File: src/rtl/spwm_pkg.sv
// spwm_pkg: shared types and fixed widths for the three-phase sine pwm unit
// no dependencies; imported by every module of the unit
`timescale 1ns / 1ps

package spwm_pkg;

   // fixed field widths
   localparam int TIDX_W  = 6;   // table index field
   localparam int SINE_W  = 8;   // sine table entry
   localparam int AMP_W   = 8;   // amplitude register
   localparam int DEAD_W  = 7;   // dead time register
   localparam int DUTY_W  = 8;   // duty per phase
   localparam int SLOT_W  = 8;   // slot counter
   localparam int SW_W    = 8;   // switch-over countdown
   localparam int PHASES  = 3;

   // switch countdown code for no switch pending
   localparam logic [SW_W-1:0] SW_IDLE = '1;

   // register map, one 32-bit word each
   typedef enum logic {
      REG_AMPLITUDE,
      REG_DEAD_SLOTS
   } csr_reg_type;

   // control for one processed beat
   typedef struct packed {
      logic fire;      // item leaves the input register this cycle
      logic write;     // table write instead of slot tick
      logic advance;   // step phases before the slot
      logic go;        // bridges running
   } step_ctl_type;

   typedef logic [PHASES-1:0][DUTY_W-1:0] duty_vec_type;

   // pin state shown for one slot tick
   typedef struct packed {
      logic [PHASES-1:0] en;
      logic [PHASES-1:0] high;
      logic              cycle_start;
   } pins_type;

endpackage

File: src/rtl/spwm_sine_mem.sv
// spwm_sine_mem: one copy of the sine table, one write and one registered read port
// read data bypasses a write to the same address in the same cycle; uses spwm_pkg
`timescale 1ns / 1ps

module spwm_sine_mem #(
   parameter int DEPTH = 36,
   parameter int AW    = 6
) (
   input  logic                      clock,
   input  logic                      wr_en,
   input  logic [AW-1:0]             wr_addr,
   input  logic [spwm_pkg::SINE_W-1:0] wr_data,
   input  logic [AW-1:0]             rd_addr,
   output logic [spwm_pkg::SINE_W-1:0] rd_data
);
   import spwm_pkg::*;

   logic [SINE_W-1:0] mem [DEPTH];
   logic [SINE_W-1:0] rd_data_ff;

   // table write
   always_ff @(posedge clock) begin
      if (wr_en) begin
         mem[wr_addr] <= wr_data;
      end
   end

   // registered read, write-first on the same address
   always_ff @(posedge clock) begin
      if (wr_en && (wr_addr == rd_addr)) begin
         rd_data_ff <= wr_data;
      end else begin
         rd_data_ff <= mem[rd_addr];
      end
   end

   assign rd_data = rd_data_ff;

endmodule

File: src/rtl/spwm_phase.sv
// spwm_phase: phase index, sine table copy and duty computation for one bridge
// depends on spwm_pkg and spwm_sine_mem
`timescale 1ns / 1ps

module spwm_phase #(
   parameter int TABLE_SIZE  = 36,
   parameter int SLOTS       = 64,
   parameter int RESET_INDEX = 0
) (
   input  logic                             clock,
   input  logic                             reset,
   input  spwm_pkg::step_ctl_type           ctl,
   input  logic [spwm_pkg::TIDX_W-1:0]      wr_index,
   input  logic [spwm_pkg::SINE_W-1:0]      wr_value,
   input  logic [spwm_pkg::AMP_W-1:0]       amplitude,
   output logic [spwm_pkg::DUTY_W-1:0]      duty
);
   import spwm_pkg::*;

   localparam int IDX_W = $clog2(TABLE_SIZE);
   localparam logic [IDX_W-1:0] RST_IDX = IDX_W'(RESET_INDEX);
   localparam logic [DUTY_W-1:0] DUTY_MAX = DUTY_W'(SLOTS - 3);

   logic [IDX_W-1:0]        phase_ff;
   logic [IDX_W-1:0]        phase_in;
   logic [IDX_W-1:0]        phase_sel;
   logic [DUTY_W-1:0]       duty_ff;
   logic [DUTY_W-1:0]       duty_in;
   logic [DUTY_W-1:0]       duty_calc;
   logic [SINE_W-1:0]       sine;
   logic [SINE_W+AMP_W-1:0] product;
   logic                    step_adv;
   logic                    wr_en;

   // wrap to zero at the table end
   function automatic logic [IDX_W-1:0] next_index(input logic [IDX_W-1:0] idx);
      logic [IDX_W:0] sum;
      sum = {1'b0, idx} + 1'b1;
      if (sum >= (IDX_W + 1)'(TABLE_SIZE)) begin
         return '0;
      end
      return sum[IDX_W-1:0];
   endfunction

   assign step_adv = ctl.fire && !ctl.write && ctl.advance;
   assign wr_en    = ctl.fire && ctl.write &&
                     ({1'b0, wr_index} < (TIDX_W + 1)'(TABLE_SIZE));

   // phase stepping; the table copy always holds the entry after the phase
   assign phase_in  = step_adv ? next_index(phase_ff) : phase_ff;
   assign phase_sel = reset ? RST_IDX : phase_in;

   spwm_sine_mem #(
      .DEPTH (TABLE_SIZE),
      .AW    (IDX_W)
   ) u_mem (
      .clock   (clock),
      .wr_en   (wr_en),
      .wr_addr (wr_index[IDX_W-1:0]),
      .wr_data (wr_value),
      .rd_addr (next_index(phase_sel)),
      .rd_data (sine)
   );

   // scaled sine, clamped below the slot count
   assign product   = {{AMP_W{1'b0}}, sine} * {{SINE_W{1'b0}}, amplitude};
   assign duty_calc = (product[SINE_W+AMP_W-1:8] > DUTY_MAX) ? DUTY_MAX
                                                             : product[SINE_W+AMP_W-1:8];
   assign duty_in   = step_adv ? duty_calc : duty_ff;
   assign duty      = duty_in;

   always_ff @(posedge clock) begin
      if (reset) begin
         phase_ff <= RST_IDX;
         duty_ff  <= '0;
      end else begin
         phase_ff <= phase_in;
         duty_ff  <= duty_in;
      end
   end

endmodule

File: src/rtl/spwm_bridge.sv
// spwm_bridge: pwm cycle timing, dead time and bridge pin latch for all three phases
// depends on spwm_pkg
`timescale 1ns / 1ps

module spwm_bridge #(
   parameter int SLOTS = 64
) (
   input  logic                         clock,
   input  logic                         reset,
   input  spwm_pkg::step_ctl_type       ctl,
   input  logic [spwm_pkg::DEAD_W-1:0]  dead_slots,
   input  spwm_pkg::duty_vec_type       duty,
   output spwm_pkg::pins_type           pins
);
   import spwm_pkg::*;

   logic [SLOT_W-1:0]             slot_ff, slot_in, slot_next;
   logic [DEAD_W-1:0]             dcount_ff, dcount_in;
   logic                          in_dead_ff, in_dead_in;
   logic [PHASES-1:0]             pending_ff, pending_in;
   logic [PHASES-1:0][SW_W-1:0]   sw_ff, sw_in, sw_work;
   logic [PHASES-1:0]             en_ff, en_in, en_work;
   logic [PHASES-1:0]             high_ff, high_in, high_work;

   always_comb begin
      slot_in    = slot_ff;
      dcount_in  = dcount_ff;
      in_dead_in = in_dead_ff;
      pending_in = pending_ff;
      sw_in      = sw_ff;
      en_in      = en_ff;
      high_in    = high_ff;
      en_work    = en_ff;
      high_work  = high_ff;
      sw_work    = sw_ff;
      slot_next  = slot_ff + 1'b1;
      pins       = '0;
      if (ctl.fire && !ctl.write) begin
         if (!ctl.go) begin
            // stopped: all off, cycle restarts
            en_in      = '0;
            high_in    = '0;
            in_dead_in = 1'b1;
            dcount_in  = '0;
            slot_in    = '0;
            pending_in = '1;
            sw_in      = {PHASES{SW_IDLE}};
         end else begin
            pins.cycle_start = in_dead_ff && (dcount_ff == '0);
            if (in_dead_ff && (dcount_ff < dead_slots)) begin
               // leading dead time
               en_in     = '0;
               dcount_in = dcount_ff + 1'b1;
               pins.en   = '0;
               pins.high = high_ff;
            end else begin
               // dead time over: all high and enabled
               if (in_dead_ff) begin
                  en_work    = '1;
                  high_work  = '1;
                  in_dead_in = 1'b0;
               end
               // duty reached or passed: disable and start the switch countdown
               for (int p = 0; p < PHASES; p++) begin
                  if ((slot_ff == duty[p]) || ((slot_ff > duty[p]) && pending_ff[p])) begin
                     en_work[p]    = 1'b0;
                     pending_in[p] = 1'b0;
                     sw_work[p]    = {1'b0, dead_slots};
                  end
               end
               pins.en   = en_work;
               pins.high = high_work;
               // countdown done: low side, enabled
               for (int p = 0; p < PHASES; p++) begin
                  if (sw_work[p] == '0) begin
                     high_work[p] = 1'b0;
                     en_work[p]   = 1'b1;
                     sw_work[p]   = SW_IDLE;
                  end else if (sw_work[p] != SW_IDLE) begin
                     sw_work[p] = sw_work[p] - 1'b1;
                  end
               end
               en_in   = en_work;
               high_in = high_work;
               sw_in   = sw_work;
               // last slot ends the cycle
               if (slot_next >= SLOT_W'(SLOTS)) begin
                  slot_in    = '0;
                  in_dead_in = 1'b1;
                  dcount_in  = '0;
                  pending_in = '1;
                  sw_in      = {PHASES{SW_IDLE}};
               end else begin
                  slot_in = slot_next;
               end
            end
         end
      end
   end

   always_ff @(posedge clock) begin
      if (reset) begin
         slot_ff    <= '0;
         dcount_ff  <= '0;
         in_dead_ff <= 1'b1;
         pending_ff <= '1;
         sw_ff      <= {PHASES{SW_IDLE}};
         en_ff      <= '0;
         high_ff    <= '0;
      end else begin
         slot_ff    <= slot_in;
         dcount_ff  <= dcount_in;
         in_dead_ff <= in_dead_in;
         pending_ff <= pending_in;
         sw_ff      <= sw_in;
         en_ff      <= en_in;
         high_ff    <= high_in;
      end
   end

endmodule

File: src/rtl/three_phase_sine_pwm_dead_time_unit.sv
// three_phase_sine_pwm_dead_time_unit: top level with handshake registers and csr port
// depends on spwm_pkg, spwm_phase and spwm_bridge
`timescale 1ns / 1ps

// Three-phase sine pwm with dead time.
// Request channel (req_*): one beat is either a slot tick (req_cmd 0) or a sine
// table write (req_cmd 1, req_table_index / req_table_value). A slot tick with
// req_advance set steps all three phases and recomputes their duties first;
// req_go low forces all pins off and restarts the pwm cycle.
// Response channel (rsp_*): one beat per slot tick with the six bridge lines
// and cycle_start; a table write gives no response beat.
// Timing: a beat is processed when it leaves the input register, and its
// response is registered. Throughput is one beat per cycle while the response
// side is not stalled, set by the single pass from input register to response
// register. A stalled response holds its register; the input register still
// takes one more beat, and req_ready drops only while both are full.
// CSR: amplitude at 0x0, dead_slots at 0x4, written on the APB access phase.
// Reset clears all control state, amplitude to 0 and dead_slots to 4; the
// sine table is not cleared and must be written before it is used.
module three_phase_sine_pwm_dead_time_unit #(
   parameter int TABLE_SIZE = 36,
   parameter int SLOTS      = 64
) (
   input  logic                          clock,
   input  logic                          reset,
   // request channel
   input  logic                          req_valid,
   output logic                          req_ready,
   input  logic                          req_cmd,
   input  logic                          req_advance,
   input  logic                          req_go,
   input  logic [spwm_pkg::TIDX_W-1:0]   req_table_index,
   input  logic [spwm_pkg::SINE_W-1:0]   req_table_value,
   // response channel
   output logic                          rsp_valid,
   input  logic                          rsp_ready,
   output logic                          rsp_u_enable,
   output logic                          rsp_u_high,
   output logic                          rsp_v_enable,
   output logic                          rsp_v_high,
   output logic                          rsp_w_enable,
   output logic                          rsp_w_high,
   output logic                          rsp_cycle_start,
   // csr port
   input  logic                          psel,
   input  logic                          penable,
   input  logic                          pwrite,
   input  logic [2:0]                    paddr,
   input  logic [31:0]                   pwdata,
   output logic [31:0]                   prdata,
   output logic                          pready
);
   import spwm_pkg::*;

   localparam int IDX_V = (2 * TABLE_SIZE) / 3;
   localparam int IDX_W = TABLE_SIZE / 3;

   // input register
   logic               s1_valid_ff, s1_valid_in;
   logic               s1_cmd_ff, s1_advance_ff, s1_go_ff;
   logic [TIDX_W-1:0]  s1_index_ff;
   logic [SINE_W-1:0]  s1_value_ff;
   logic               fire;
   logic               take;

   // response register
   logic               rsp_valid_ff, rsp_valid_in;
   pins_type           pins;
   pins_type           rsp_pins_ff;

   // csr registers
   logic [AMP_W-1:0]   amplitude_ff;
   logic [DEAD_W-1:0]  dead_slots_ff;
   logic               csr_wr;

   step_ctl_type       ctl;
   duty_vec_type       duty;

   // handshake
   assign fire        = s1_valid_ff && (!rsp_valid_ff || rsp_ready);
   assign req_ready   = !s1_valid_ff || fire;
   assign take        = req_valid && req_ready;
   assign s1_valid_in = take || (s1_valid_ff && !fire);
   assign rsp_valid_in = fire ? !s1_cmd_ff : (rsp_valid_ff && !rsp_ready);

   always_ff @(posedge clock) begin
      if (reset) begin
         s1_valid_ff  <= 1'b0;
         rsp_valid_ff <= 1'b0;
      end else begin
         s1_valid_ff  <= s1_valid_in;
         rsp_valid_ff <= rsp_valid_in;
      end
   end

   // input beat payload
   always_ff @(posedge clock) begin
      if (take) begin
         s1_cmd_ff     <= req_cmd;
         s1_advance_ff <= req_advance;
         s1_go_ff      <= req_go;
         s1_index_ff   <= req_table_index;
         s1_value_ff   <= req_table_value;
      end
   end

   // response beat payload
   always_ff @(posedge clock) begin
      if (fire && !s1_cmd_ff) begin
         rsp_pins_ff <= pins;
      end
   end

   assign ctl.fire    = fire;
   assign ctl.write   = s1_cmd_ff;
   assign ctl.advance = s1_advance_ff;
   assign ctl.go      = s1_go_ff;

   // per-phase index, table and duty
   spwm_phase #(
      .TABLE_SIZE (TABLE_SIZE),
      .SLOTS      (SLOTS),
      .RESET_INDEX(0)
   ) u_phase_u (
      .clock     (clock),
      .reset     (reset),
      .ctl       (ctl),
      .wr_index  (s1_index_ff),
      .wr_value  (s1_value_ff),
      .amplitude (amplitude_ff),
      .duty      (duty[0])
   );

   spwm_phase #(
      .TABLE_SIZE (TABLE_SIZE),
      .SLOTS      (SLOTS),
      .RESET_INDEX(IDX_V)
   ) u_phase_v (
      .clock     (clock),
      .reset     (reset),
      .ctl       (ctl),
      .wr_index  (s1_index_ff),
      .wr_value  (s1_value_ff),
      .amplitude (amplitude_ff),
      .duty      (duty[1])
   );

   spwm_phase #(
      .TABLE_SIZE (TABLE_SIZE),
      .SLOTS      (SLOTS),
      .RESET_INDEX(IDX_W)
   ) u_phase_w (
      .clock     (clock),
      .reset     (reset),
      .ctl       (ctl),
      .wr_index  (s1_index_ff),
      .wr_value  (s1_value_ff),
      .amplitude (amplitude_ff),
      .duty      (duty[2])
   );

   // cycle timing and pin latch
   spwm_bridge #(
      .SLOTS (SLOTS)
   ) u_bridge (
      .clock      (clock),
      .reset      (reset),
      .ctl        (ctl),
      .dead_slots (dead_slots_ff),
      .duty       (duty),
      .pins       (pins)
   );

   // csr write on the access phase
   assign pready = 1'b1;
   assign csr_wr = psel && penable && pwrite && pready;

   always_ff @(posedge clock) begin
      if (reset) begin
         amplitude_ff  <= '0;
         dead_slots_ff <= DEAD_W'(4);
      end else if (csr_wr) begin
         case (csr_reg_type'(paddr[2]))
            REG_AMPLITUDE:  amplitude_ff  <= pwdata[AMP_W-1:0];
            REG_DEAD_SLOTS: dead_slots_ff <= pwdata[DEAD_W-1:0];
            default: begin
            end
         endcase
      end
   end

   // csr read back
   always_comb begin
      case (csr_reg_type'(paddr[2]))
         REG_AMPLITUDE:  prdata = {{(32 - AMP_W){1'b0}}, amplitude_ff};
         REG_DEAD_SLOTS: prdata = {{(32 - DEAD_W){1'b0}}, dead_slots_ff};
         default:        prdata = '0;
      endcase
   end

   assign rsp_valid       = rsp_valid_ff;
   assign rsp_u_enable    = rsp_pins_ff.en[0];
   assign rsp_u_high      = rsp_pins_ff.high[0];
   assign rsp_v_enable    = rsp_pins_ff.en[1];
   assign rsp_v_high      = rsp_pins_ff.high[1];
   assign rsp_w_enable    = rsp_pins_ff.en[2];
   assign rsp_w_high      = rsp_pins_ff.high[2];
   assign rsp_cycle_start = rsp_pins_ff.cycle_start;

endmodule

File: config.mk
export PLATFORM = sky130hd
export DESIGN_NAME = three_phase_sine_pwm_dead_time_unit
export DESIGN_NICKNAME = d
export VERILOG_FILES = /design/src/rtl/spwm_pkg.sv /design/src/rtl/spwm_sine_mem.sv /design/src/rtl/spwm_phase.sv /design/src/rtl/spwm_bridge.sv /design/src/rtl/three_phase_sine_pwm_dead_time_unit.sv
export SDC_FILE = /design/constraint.sdc
export NUM_CORES = 1
export LEC_CHECK = 0
export BUFFER_PORTS_ARGS = -buffer_cell sky130_fd_sc_hd__buf_2
export CORE_ASPECT_RATIO = 0.8
export CORE_MARGIN = 4
export CORE_UTILIZATION = 50
export DETAILED_ROUTE_END_ITERATION = 8
export PLACE_DENSITY = 0.66
export SYNTH_ARGS = -nofsm -noshare
export SYNTH_HDL_FRONTEND = slang
export SYNTH_HIERARCHICAL = 1
export SYNTH_SLANG_ARGS = --single-unit
File: constraint.sdc
create_clock -name clock -period 12.6 [get_ports clock]
set_clock_uncertainty 0.05 [all_clocks]
set_input_delay 1.89 -clock clock [delete_from_list [all_inputs] [get_ports clock]]
set_output_delay 1.89 -clock clock [all_outputs]
set_load 0.005 [all_outputs]
==> results.cfg <==
[setup_path]
critPathMaxFanout = 43
crit_arrival_ps = 11670
crit_type = register to register
endpoint_kind = register
cp_slowest_cell = o41ai_2
slowest_delay_ps = 980
crit_required_ps = 13160
start_kind = register
crit_top_cell = fa_1

[synth]
synthesis.area_mm2 = 0.0501
async_flop_share_pct = 0
synth.most_common_cell = edfxtp_1
ys_top_cells_by_area = edfxtp_1 (53%), mux2i_1 (8.2%), dfxtp_1 (5.0%)
syn_avg_cell_area_um2 = 13.8
synth.distinct_cells = 124
synth_top_area_share_pct = 53.2
yosysSeqAreaShare_pct = 58.2
synth_top_flop_cell = edfxtp_1
synth_top_area_cell = edfxtp_1
ys_warn_count = 6
postSynthCellCount = 3642
synth-seq-cells = 1014
yosys-top-cells-count = edfxtp_1 (888), mux2i_1 (412), nor2_1 (217)
synth_edf_count = 888

[detailed_routing]
drt-wirelength-per-cell_um = 22.1
drc_errors = 0
drt_iter0_drc = 2927
viasPerCell = 5.88
dr_total_vias = 29900
wirelength_mm = 112
ant_nets = 0
first_pass_iters = 9

[global_routing]
grt_overflow = 0
grt_pass1_vias = 28600
track_usage_pct = 21.1
grt_pass1_wl_mm = 172
grt_max_degree = 85
antenna_found_initial = 0

[sta]
worst_slew_pin_slew_ps = 1210
setup_viol = 0
slew_viol_final = 0
fin_crit_sh_pct = 88.1
max_freq_mhz = 90.1
rsz0062_at_grt = false
tns_ps = 0
min_period_ps = 11100
hold_viol_final = 0
fin_ws_ps = 1500
relSlewSlack_pct = 19.0

[clock_network]
post_cts_buffers = 0
cts_htree_levels = 3
clockBufferDepth = 3
clockRootBuffer = clkbuf_16
cts.sinks = 1014
clk_pin_slew_worst_paths_ps = 60
numCtsBuffers = 96
cts_hold_buffers = 0
clk-insertion-delay-late_ps = 700
cts.repair.resized = 0
cts_tree = yes

[die]
fp.dieW_um = 362
die_h_um = 291
ios = 101
rows = 103
core_mm2 = 0.0991
die_area_mm2 = 0.105
initial_utilization_pct = 50.6

[cells_and_area]
nets = 4008
design_area_mm2 = 0.0546
area_growth_pct = 9.02
insertedDiodeCount = 0
layout-drive-gt1-share_pct = 11.3

[placement]
place_congestion = 0.853
place_ws_ps = 1680
dpl.hpwl_mm = 72.7
postPlaceCellArea_mm2 = 0.0513
io_buffer_count = 49

[pwr]
leakagePower_nw = 21.7
p_per_area_mw_per_mm2 = 133
power_w = 0.00725
peakVddDrop_mv = 0.122

[flow_run]
drv_cap = 0

[run_status]
status = completed

[min_path]
hp-class = register to register
min_from = u_bridge/en_ff[0]
-- metal layers --
| layer | global-route usage [%] | vias to the layer above | share of wire (%) |
|---|---|---|---|
| li1 | - | 13800 | - |
| met1 | 32.3 | 15100 | 48 |
| met2 | 31.4 | 896 | 44 |
| met3 | 3.82 | 151 | 6.3 |
| met4 | 4.66 | 0 | 1.8 |
| met5 | 0 | - | 0 |
-- cell families after synthesis --
group | count (synthesis) | synth area share, %
compound gates | 632 | 10.0
xor+xnor | 48 | 0.854
fa+ha+maj | 251 | 7.84
buf+inv | 375 | 4.12
flops | 1014 | 58.2
mux | 445 | 9.51
other cells | 2 | 0.0150
simple gates | 875 | 9.40
-- critical path, delay by kind of cell, from the launching register on --
| family | cells | cell delay [ps] |
|---|---|---|
| AO/OA/AOI/OAI | 13 | 4020 |
| XOR/XNOR | 1 | 260 |
| adder cells (fa/ha/maj) | 7 | 2990 |
| buffers and inverters | 4 | 540 |
| flip-flops | 1 | 850 |
| multiplexers | 1 | 120 |
| AND/OR/NAND/NOR | 7 | 2120 |
-- where the power goes --
| group | internal (W) | leakage, nW | switching (W) |
|---|---|---|---|
| logic | 0.000185 | 11.0 | 0.000325 |
| clock network | 0.00177 | 1.62 | 0.00126 |
| registers | 0.00367 | 9.02 | 0.0000401 |
| total | 0.00562 | 21.7 | 0.00163 |
-- path summary, 6_finish.rpt --
kind | depth (start not counted) | slack (ps) | end
min | 2 | 420 | u_bridge/en_ff[0]
max | 33 | 1500 | u_bridge/sw_ff[12]
max reg2reg | 33 | 1500 | u_bridge/sw_ff[12]
min reg2reg | 2 | 420 | u_bridge/en_ff[0]
-- cells in the final DEF, fill, tap and decap left out, drive strengths merged, types with 105 or more instances in the layout --
| master | count |
|---|---|
| edfxtp | 888 |
| mux2i | 412 |
| nor2 | 217 |
| inv | 201 |
| and2 | 180 |
| nand2 | 157 |
| a21oi | 152 |
| ha | 146 |
| dfxtp | 126 |
| buf | 115 |
| clkbuf | 113 |
| fa | 105 |
-- registers in the layout, indices dropped and copies added (netlist names), 24 cells and up, named ones only --
| register | count |
|---|---|
| u_phase_v/u_mem/mem | 288 |
| u_phase_w/u_mem/mem | 288 |
| u_phase_u/u_mem/mem | 288 |
| u_bridge/sw_ff | 24 |
-- final cells by class --
type | instances | area [um^2]
Clock buffer | 113 | 2490
Inverter | 195 | 734
Clock inverter | 66 | 827
Timing Repair Buffer | 115 | 768
Tap cell | 1312 | 1640
Fill cell | 8006 | 44500
Multi-Input combinational cell | 2276 | 19000
Sequential cell | 1014 | 29200
-- metrics by stage --
| step | hold slack [ps] | utilization (%) | instances |
|---|---|---|---|
| after global routing | 442 | 55.1 | 5091 |
| final | 418 | 55.1 | 5091 |
| after global placement | 397 | 51.8 | 4912 |
| after floorplan | 386 | - | 3665 |
| after detailed placement | 406 | 51.8 | 4912 |
| after CTS | 419 | 55.1 | 5091 |
Power figures use the tool's default switching activity.
